==> src/sv/sv39w_pkg.sv <==
// Shared types, status codes and controller/datapath bundles for the Sv39 table walker.
package sv39w_pkg;

    localparam int VA_W   = 39;
    localparam int PA_W   = 56;
    localparam int PPN_W  = 44;
    localparam int PERM_W = 10;
    localparam int PTE_W  = 64;
    localparam int VPN_W  = 9;
    localparam int OFF_W  = 12;

    typedef logic [2:0] t_status;

    localparam t_status ST_OK         = 3'd0;
    localparam t_status ST_MISALIGNED = 3'd1;
    localparam t_status ST_VA_RANGE   = 3'd2;
    localparam t_status ST_NO_TABLE   = 3'd3;
    localparam t_status ST_NO_FRAME   = 3'd4;
    localparam t_status ST_MAPPED     = 3'd5;

    typedef struct packed {
        logic    load_req;
        logic    rd_en;
        logic    clr_en;
        logic    load_frame;
        logic    alloc_wr;
        logic    leaf_wr;
        logic    ld_result;
        t_status status;
    } t_dp_cmd;

    typedef struct packed {
        logic misaligned;
        logic va_range;
        logic is_map;
        logic pte_valid;
        logic ptr_ok;
        logic frames_full;
        logic leaf_level;
        logic clr_done;
    } t_dp_sts;

endpackage

==> src/sv/sv39w_ctrl.sv <==
// Controller of the Sv39 table walker: clearing sweep, walk sequencing and result handshake.
module sv39w_ctrl (
    input  logic               i_clk,
    input  logic               i_rst_n,
    input  logic               i_req_valid,
    output logic               o_req_ready,
    input  logic               i_rsp_ready,
    output logic               o_rsp_valid,
    input  sv39w_pkg::t_dp_sts i_sts,
    output sv39w_pkg::t_dp_cmd o_cmd
);

    localparam logic [2:0] S_CLEAR = 3'd0;
    localparam logic [2:0] S_IDLE  = 3'd1;
    localparam logic [2:0] S_CHECK = 3'd2;
    localparam logic [2:0] S_EVAL  = 3'd3;
    localparam logic [2:0] S_ISSUE = 3'd4;
    localparam logic [2:0] S_ALLOC = 3'd5;
    localparam logic [2:0] S_DONE  = 3'd6;

    logic [2:0]         r_state;
    logic [2:0]         n_state;
    sv39w_pkg::t_status r_code;
    sv39w_pkg::t_status n_code;
    logic               r_out_valid;
    logic               n_out_valid;

    always_comb begin
        n_state = r_state;
        n_code  = r_code;
        o_cmd   = '0;
        o_cmd.status = r_code;
        unique case (r_state)
            S_CLEAR: begin
                o_cmd.clr_en = 1'b1;
                if (i_sts.clr_done) begin
                    n_state = S_IDLE;
                end
            end
            S_IDLE: begin
                if (i_req_valid) begin
                    o_cmd.load_req = 1'b1;
                    n_state = S_CHECK;
                end
            end
            S_CHECK: begin
                if (i_sts.misaligned) begin
                    n_code  = sv39w_pkg::ST_MISALIGNED;
                    n_state = S_DONE;
                end else if (i_sts.va_range) begin
                    n_code  = sv39w_pkg::ST_VA_RANGE;
                    n_state = S_DONE;
                end else begin
                    o_cmd.rd_en = 1'b1;
                    n_state = S_EVAL;
                end
            end
            S_ISSUE: begin
                o_cmd.rd_en = 1'b1;
                n_state = S_EVAL;
            end
            S_EVAL: begin
                n_state = S_DONE;
                if (i_sts.leaf_level) begin
                    if (i_sts.is_map && i_sts.pte_valid) begin
                        n_code = sv39w_pkg::ST_MAPPED;
                    end else begin
                        o_cmd.leaf_wr = i_sts.is_map;
                        n_code = sv39w_pkg::ST_OK;
                    end
                end else if (i_sts.pte_valid) begin
                    if (i_sts.ptr_ok) begin
                        o_cmd.load_frame = 1'b1;
                        n_state = S_ISSUE;
                    end else begin
                        n_code = sv39w_pkg::ST_NO_TABLE;
                    end
                end else if (!i_sts.is_map) begin
                    n_code = sv39w_pkg::ST_NO_TABLE;
                end else if (i_sts.frames_full) begin
                    n_code = sv39w_pkg::ST_NO_FRAME;
                end else begin
                    n_state = S_ALLOC;
                end
            end
            S_ALLOC: begin
                o_cmd.alloc_wr = 1'b1;
                n_state = S_ISSUE;
            end
            S_DONE: begin
                if (!r_out_valid || i_rsp_ready) begin
                    o_cmd.ld_result = 1'b1;
                    n_state = S_IDLE;
                end
            end
            default: begin
                n_state = S_IDLE;
            end
        endcase
    end

    always_comb begin
        n_out_valid = r_out_valid;
        if (o_cmd.ld_result) begin
            n_out_valid = 1'b1;
        end else if (i_rsp_ready) begin
            n_out_valid = 1'b0;
        end
    end

    always_ff @(posedge i_clk) begin
        if (!i_rst_n) begin
            r_state     <= S_CLEAR;
            r_code      <= sv39w_pkg::ST_OK;
            r_out_valid <= 1'b0;
        end else begin
            r_state     <= n_state;
            r_code      <= n_code;
            r_out_valid <= n_out_valid;
        end
    end

    assign o_req_ready = (r_state == S_IDLE);
    assign o_rsp_valid = r_out_valid;

endmodule

==> config.mk <==
export PLATFORM = sky130hd
export DESIGN_NAME = sv39w_ctrl
export DESIGN_NICKNAME = d
export VERILOG_FILES = /design/src/sv/sv39w_pkg.sv /design/src/sv/sv39w_ctrl.sv
export SDC_FILE = /design/constraint.sdc
export NUM_CORES = 1
export LEC_CHECK = 0
export ABC_AREA = 1
export BUFFER_PORTS_ARGS = -buffer_cell sky130_fd_sc_hd__buf_2
export CAP_MARGIN = 30
export CORE_MARGIN = 5
export CORE_UTILIZATION = 40
export CTS_CLUSTER_DIAMETER = 40
export DETAILED_ROUTE_END_ITERATION = 12
export GPL_ROUTABILITY_DRIVEN = 0
export HOLD_SLACK_MARGIN = 0.05
export PLACE_DENSITY = 0.72
export SLEW_MARGIN = 5
export SYNTH_ARGS = -nofsm -noshare
export SYNTH_HDL_FRONTEND = slang
export SYNTH_SLANG_ARGS = --single-unit
==> constraint.sdc <==
create_clock -name i_clk -period 1.4 [get_ports i_clk]
set_clock_uncertainty 0.2 [all_clocks]
set_input_delay 0.28 -clock i_clk [delete_from_list [all_inputs] [get_ports i_clk]]
set_output_delay 0.28 -clock i_clk [all_outputs]
set_load 0.005 [all_outputs]
; ---- Word level (Yosys, flattened, before mapping)
; Index checks and enable logic that the tools add are counted.
[op_classes]
eq_ne = 12
mux = 38
reduce_logical = 8
[op_table]
columns = op, count
row1 = $mux 3, 15
row2 = $pmux 3 s7, 1
row3 = $mux 1, 17
row4 = $eq 3x3->1 const B, 3
row5 = $eq 3x2->1 const B, 2
row6 = $mux 2, 3
row7 = $ne 2x2->1 const B, 3
row8 = $pmux 3 s2, 1
row9 = $ne 5x5->1 const B, 1
row10 = $ne 4x4->1 const B, 1
row11 = $reduce_and 4->1, 1
row12 = $reduce_bool 2->1, 2
row13 = $eq 3x1->1 const B, 1
row14 = $logic_not 3->1, 1
row15 = $ne 3x3->1 const B, 1
row16 = $reduce_and 3->1, 1
row17 = $pmux 1 s2, 1
row18 = $logic_and 1x1->1, 1
row19 = $logic_not 1->1, 1
row20 = $logic_or 1x1->1, 1
[word_totals]
regBits = 7
inputBits = 12
wordCells = 61

; ---- Depth between registers and ports, before layout
; Gate-level depths: netlist (run 1).
[logic_depth]
word_depth = 5
mapped_depth = 8

; ---- Least setup slack after synthesis (run 1)
; No wires, ideal clock.
[synth_path]
kind = reg-to-output
start = reg r_state[2]
end = out o_cmd[3] (netlist name)
t_arrival_ns = 0.909
required_time_ns = 0.920
slack_ns = 0.011
stages_incl_launch_ff = 6
cell_sequence = dfxtp_1 > nand2_1 > nor2_1 > inv_1 > nor2_1 > buf_4
[synth_rtl]
columns = element, line
row1 = start: declaration, sv39w_ctrl.sv:21  ; logic [2:0] r_state;
row2 = start signal: assignment, sv39w_ctrl.sv:117  ; r_state <= n_state;
row3 = end: declaration, sv39w_ctrl.sv:10  ; output sv39w_pkg::t_dp_cmd o_cmd

==> flow_summary.ini, run 1 <==
[status]
status = complete, but fails checks
violations = negative setup slack

[detailed_routing]
ant_nets = 0
via_per_inst = 4.73
first_iter_violations = 15
wl_per_cell_um = 11.6
vias = 728
post-route-drc-count = 0
wirelength_um = 1780
drtPass1Iterations = 4

[sta]
post-route-period-util_pct = 120
setup_viol = 13
slew_viol_final = 0
hold_violations = 0
fin_setup_tns_ns = -1.74
min_period_ns = 1.68
rsz0062_at_grt = yes
timing.hold.ws_ns = 0.0923
max_freq_mhz = 596
relSlewSlack_pct = 77.1
timing.final.ws_setup_ns = -0.277
worstMarginPinSlew_ns = 0.342

[pwr]
power.leakage_nw = 0.570
swShare_pct = 42.9
switchingPower_w = 0.000480
combPwrFrac_pct = 51.8
total_power_w = 0.00112
pwr-share-seq_pct = 31.6
clockPowerShare_pct = 16.6
p_per_area_mw_per_mm2 = 1200
p_int_w = 0.000638
ir_drop_mv = 1.10

[placed_design]
io_buffers = 23
hpwl_um = 1090
dp.cells = 142

[yosys]
syn_inst = 97
syn_area_um2 = 549
ys_types = 17
syn_nets = 109
ys_warn_count = 0
avgSynthCellArea_um2 = 5.66
ys_seq_elements = 7
seq_area_frac_synth_pct = 25.5

[global_routing]
grt_max_degree = 8
grt_usage_pct = 16.2
grt.overflow.total = 0
grt_pass1_vias = 634
grt_pass1_wl_um = 2520
antenna_found_initial = 0

[worst_setup_path]
timing.critical_path.from_type = flip-flop
cpPeakStageDelay_ns = 0.43
crit_type = reg -> out
critPathArrivalTime_ns = 1.20
crit_path_max_fanout = 7
required_ns = 0.92
crit_buf_inv = 2
crit_path_cell_trace = nor2_4 > nand2_2 > a21boi_4 > inv_1 > buf_2
slowest_stage = dfxtp_4
crit_family = flip-flops
critPathCaptureType = output pin

[die]
core_region_area_mm2 = 0.00130
rows = 13
initial_utilization_pct = 42.2
die_h_um = 47.1
fp.dieArea_mm2 = 0.00221
ios = 24
chipWidth_um = 47.1

[clock_network]
cts_num_sinks = 7
numCtsBuffers = 3
clk_pin_slew_worst_paths_ns = 0.05
cts_tree = yes
clock_latency_ns = 0.25
ctsHoldBuffers = 0
cts_max_path_buffers = 2
clk_root_buffer_cell = clkbuf_4
htreeDepth = 1

[job]
cap_violations = 0

[layout]
drive_above_1_share_pct = 48.2
layout.nets = 152
fin_cells = 154
diodes = 0
areaGrowthSynthToFinish_pct = 69.9

[hold_path]
hp-class = in -> reg
==> power by group through the flow <==
stage	registers [W]	clock network [W]	logic, W
2_1_floorplan	0.000299	0	0.000280
3_3_place_gp	0.000299	0	0.000448
3_5_place_dp	0.000305	0	0.000452
4_1_cts	0.000340	0.000187	0.000515
5_1_grt	0.000359	0.000207	0.000637
6_report	0.000354	0.000185	0.000580
==> final timing paths <==
path              slack, ns       start  depth (start not counted)    endpoint
hold / removal         0.09     i_rst_n                          3  r_state[2]
hold reg to reg        0.31   r_code[1]                          4   r_code[1]
setup reg to reg      -0.12  r_state[1]                          9  r_state[0]
setup / recovery      -0.28  r_state[1]                          5    o_cmd[8]
==> layout make-up <==
class	instances	area (µm²)
Tap cell	15	18.8
Clock buffer	4	26.3
Inverter	21	78.8
Timing Repair Buffer	39	246
Fill cell	116	368
Multi-Input combinational cell	68	412
Sequential cell	7	151
==> synthesized netlist by cell type <==
cell type / n / area share [%]
nor3_1: 2 / 1.8
a21boi_2: 1 / 2.0
a21oi_1: 1 / 0.91
o21a_1: 1 / 1.4
inv_1: 21 / 14
nand3_2: 2 / 3.6
buf_4: 1 / 1.4
dfxtp_1: 7 / 26
nand3b_1: 1 / 1.4
nand2_1: 22 / 15
nand2_2: 3 / 3.4
nor2_1: 24 / 16
nor4_1: 1 / 1.1
a21oi_2: 2 / 3.2
nor2_4: 1 / 2.0
o21ai_0: 2 / 1.8
nand3_1: 5 / 4.6
==> per-stage QoR <==
step / util (%) / setup slack [ns] / cell area (µm²)
3_5_place_dp: 56.5 / -0.0749 / 736
3_3_place_gp: 56.5 / -0.0253 / 736
6_report: 71.7 / -0.277 / 933
2_1_floorplan: - / 0.0112 / 549
5_1_grt: 71.7 / -0.334 / 933
4_1_cts: 66.0 / -0.194 / 858
==> cell usage in the layout, fill, tap and decap left out <==
master and count:
buf_2 23, inv_1 20, nor2_1 19, nand2_1 18, buf_4 13, nand2_2 5
nand3_1 5, dfxtp_1 4, nor2_2 3, nor2_4 3, a21oi_2 3, clkbuf_4 3
buf_6 3, dfxtp_4 3, nand2_4 2, nand3_4 2, o21ai_0 2, inv_2 1
a21boi_4 1, nor3_2 1, nor4_4 1, nor3_1 1, o21a_1 1, nand3b_1 1
clkbuf_1 1
==> tightest hold or removal path, delay by kind of cell <==
kind	cells	cell delay (ns)
and+or+nand+nor	1	0.07
buffers and inverters	2	0.16
==> routing by layer <==
metal	GRT usage [%]	wire length (µm)	part of all wire (%)
met3	4.60	95	5.3
met4	7.73	36	2.0
met2	30.6	927	52
met5	0	0	0
met1	16.1	725	41
==> flip-flops by register name (all words and copies together) (netlist names) <==
name and count:
r_state 3, r_code 3, o_rsp_valid 1
==> logic make-up (layout without fill, tap and decap cells) <==
family | after synthesis | count (layout) | synth area share (%)
AND/OR/NAND/NOR | 61 | 61 | 49.4
buffers and inverters | 22 | 64 | 15.7
AO/OA/AOI/OAI | 7 | 7 | 9.34
flip-flops | 7 | 7 | 25.5
==> what timing repair did <==
item / CTS / global route
gates resized for setup: 19 / 11
endpoints found under the setup margin: 13 / 14
cloned: 0 / 0
pin swaps: 5 / 5
buffers inserted: 5 / 3
Power figures use the tool's default switching activity.
==> run 2: changes to the inputs <==
Settings changed: CTS_CLUSTER_SIZE set to 20, RECOVER_POWER set to 100.
==> run 2 against run 1 <==
Net effect: the flow still finishes with violations (negative setup slack); register-to-register slack barely moved; non-clock buffer count is the same; sequential power is essentially flat; fmax about the same; power decreased by 0.35%; final cell count is the same; combinational power is 0.7% lower; cell area shrank 0.40%; critical path depth is the same; worst setup slack gained 0.00091 ns; critical path type unchanged; critical endpoint unchanged; largest cell class unchanged.
==> flow_summary.ini, run 2 (synthesis gave the netlist of run 1 again) <==
[hold_path]
hold_path_depth = 3
hold_start = i_rst_n
hp-class = in -> reg
hold_end = r_state[2]

[global_routing]
grt_max_degree = 8
grt.overflow.total = 0
antenna_found_initial = 0
grt_usage_pct = 16.2
grt_pass1_vias = 634
grt_pass1_wl_um = 2520

[detailed_routing]
ant_nets = 0
via_per_inst = 4.72
drtPass1Iterations = 4
wl_per_cell_um = 11.6
wirelength_um = 1780
vias = 727
first_iter_violations = 15
post-route-drc-count = 0

[layout]
areaGrowthSynthToFinish_pct = 69.2
utilization_pct = 71.4
diodes = 0
num-fill-cells = 119
most-common-layout-cells = 20 x inv_1, 20 x buf_2, 19 x nor2_1
fin_cells = 154
fin_area_um2 = 930
layout.nets = 152
drive_above_1_share_pct = 46.0

[placed_design]
hpwl_um = 1090
place_area_um2 = 736
io_buffers = 23
dp.cells = 142

[pwr]
p_per_area_mw_per_mm2 = 1200
ir_drop_mv = 1.10
power.leakage_nw = 0.557

[sta]
post-route-period-util_pct = 120
min_period_ns = 1.68
relSlewSlack_pct = 77.1
setup_viol = 13
worstMarginPinSlew_ns = 0.342
rsz0062_at_grt = yes
hold_violations = 0
max_freq_mhz = 596
timing.final.ws_setup_ns = -0.276
slew_viol_final = 0
fin_setup_tns_ns = -1.73

[clock_network]
numCtsBuffers = 3
clk_root_buffer_cell = clkbuf_4
clock_latency_ns = 0.25
cts_max_path_buffers = 2
htreeDepth = 1
clk_pin_slew_worst_paths_ns = 0.05
cts_tree = yes
cts_num_sinks = 7

[worst_setup_path]
r2r_end = r_state[0]
r2r_cells = 9
timing.critical_path.from_type = flip-flop
crit_type = reg -> out
worstReg2RegStart = r_state[1]
r2r_slack_ns = -0.12
critPathCaptureType = output pin
crit_path_max_fanout = 7
required_ns = 0.92
critPathArrivalTime_ns = 1.20

[die]
chipWidth_um = 47.1
rows = 13
fp.dieArea_mm2 = 0.00221
initial_utilization_pct = 42.2
die_h_um = 47.1
core_region_area_mm2 = 0.00130
ios = 24

[status]
violations = negative setup slack
status = complete, but fails checks

[job]
cap_violations = 0
-- run 2: cell count changes in the layout (fill, tap and decap cells not counted) --
cell,previous run,this run
buf_2,23,20
clkbuf_1,1,4
-- run 2: metrics by stage --
| stage | power [W] | hold WS [ns] | setup WS [ns] |
|---|---|---|---|
| after floorplan | 0.000579 | 0.178 | 0.0112 |
| after global placement | 0.000747 | 0.298 | -0.0253 |
| after detailed placement | 0.000756 | 0.306 | -0.0749 |
| after CTS | 0.00104 | 0.0888 | -0.194 |
| after global routing | 0.00120 | 0.109 | -0.334 |
| final | 0.00111 | 0.0927 | -0.276 |
-- run 2: power breakdown --
| group | switching [W] | internal, W |
|---|---|---|
| Combinational | 0.000311 | 0.000265 |
| Clock | 0.0000762 | 0.000109 |
| Sequential | 0.0000928 | 0.000261 |
| Total | 0.000480 | 0.000635 |
-- run 2: worst max-delay path, stage by stage, from the launching register on --
cell	delay (ns)
dfxtp_4	0.43
nor2_4	0.06
nand2_2	0.07
a21boi_4	0.18
inv_1	0.07
buf_2	0.13
-- run 2: what timing repair did --
action	CTS	global route
pin swaps	5	5
hold buffers	0	0
setup buffers	5	3
hold endpoints to repair	0	0
resized for setup	19	11
setup endpoints to repair	13	14
-- run 2: worst max path at each step --
| stage | start | to | cells after the start |
|---|---|---|---|
| 2_1_floorplan | r_state[2] | o_cmd[3] | 5 |
| 5_1_grt | r_state[2] | o_cmd[8] | 6 |
| 3_3_place_gp | r_state[0] | o_cmd[4] | 3 |
| 3_5_place_dp | r_state[1] | r_state[1] | 8 |
| 4_1_cts | r_state[1] | o_cmd[3] | 5 |
| 6_report | r_state[1] | o_cmd[8] | 5 |
-- run 2: final cells by class --
type	instances	area, µm²	area share, %
timing repair buffer	39	243	26.1
multi-input combinational	68	412	44.3
tap	15	18.8	2.02
clock buffer	4	26.3	2.83
inverter	21	78.8	8.48
sequential	7	151	16.3
-- run 2: per-layer routing --
layer / global-route usage (%) / share of wire, % / wire length (µm) / vias up
li1: - / - / - / 373
met1: 16.1 / 41 / 723 / 328
met3: 4.60 / 5.3 / 94 / 6
met4: 7.73 / 2.0 / 36 / 0
met2: 30.6 / 52 / 928 / 20
met5: 0 / 0 / 0 / -
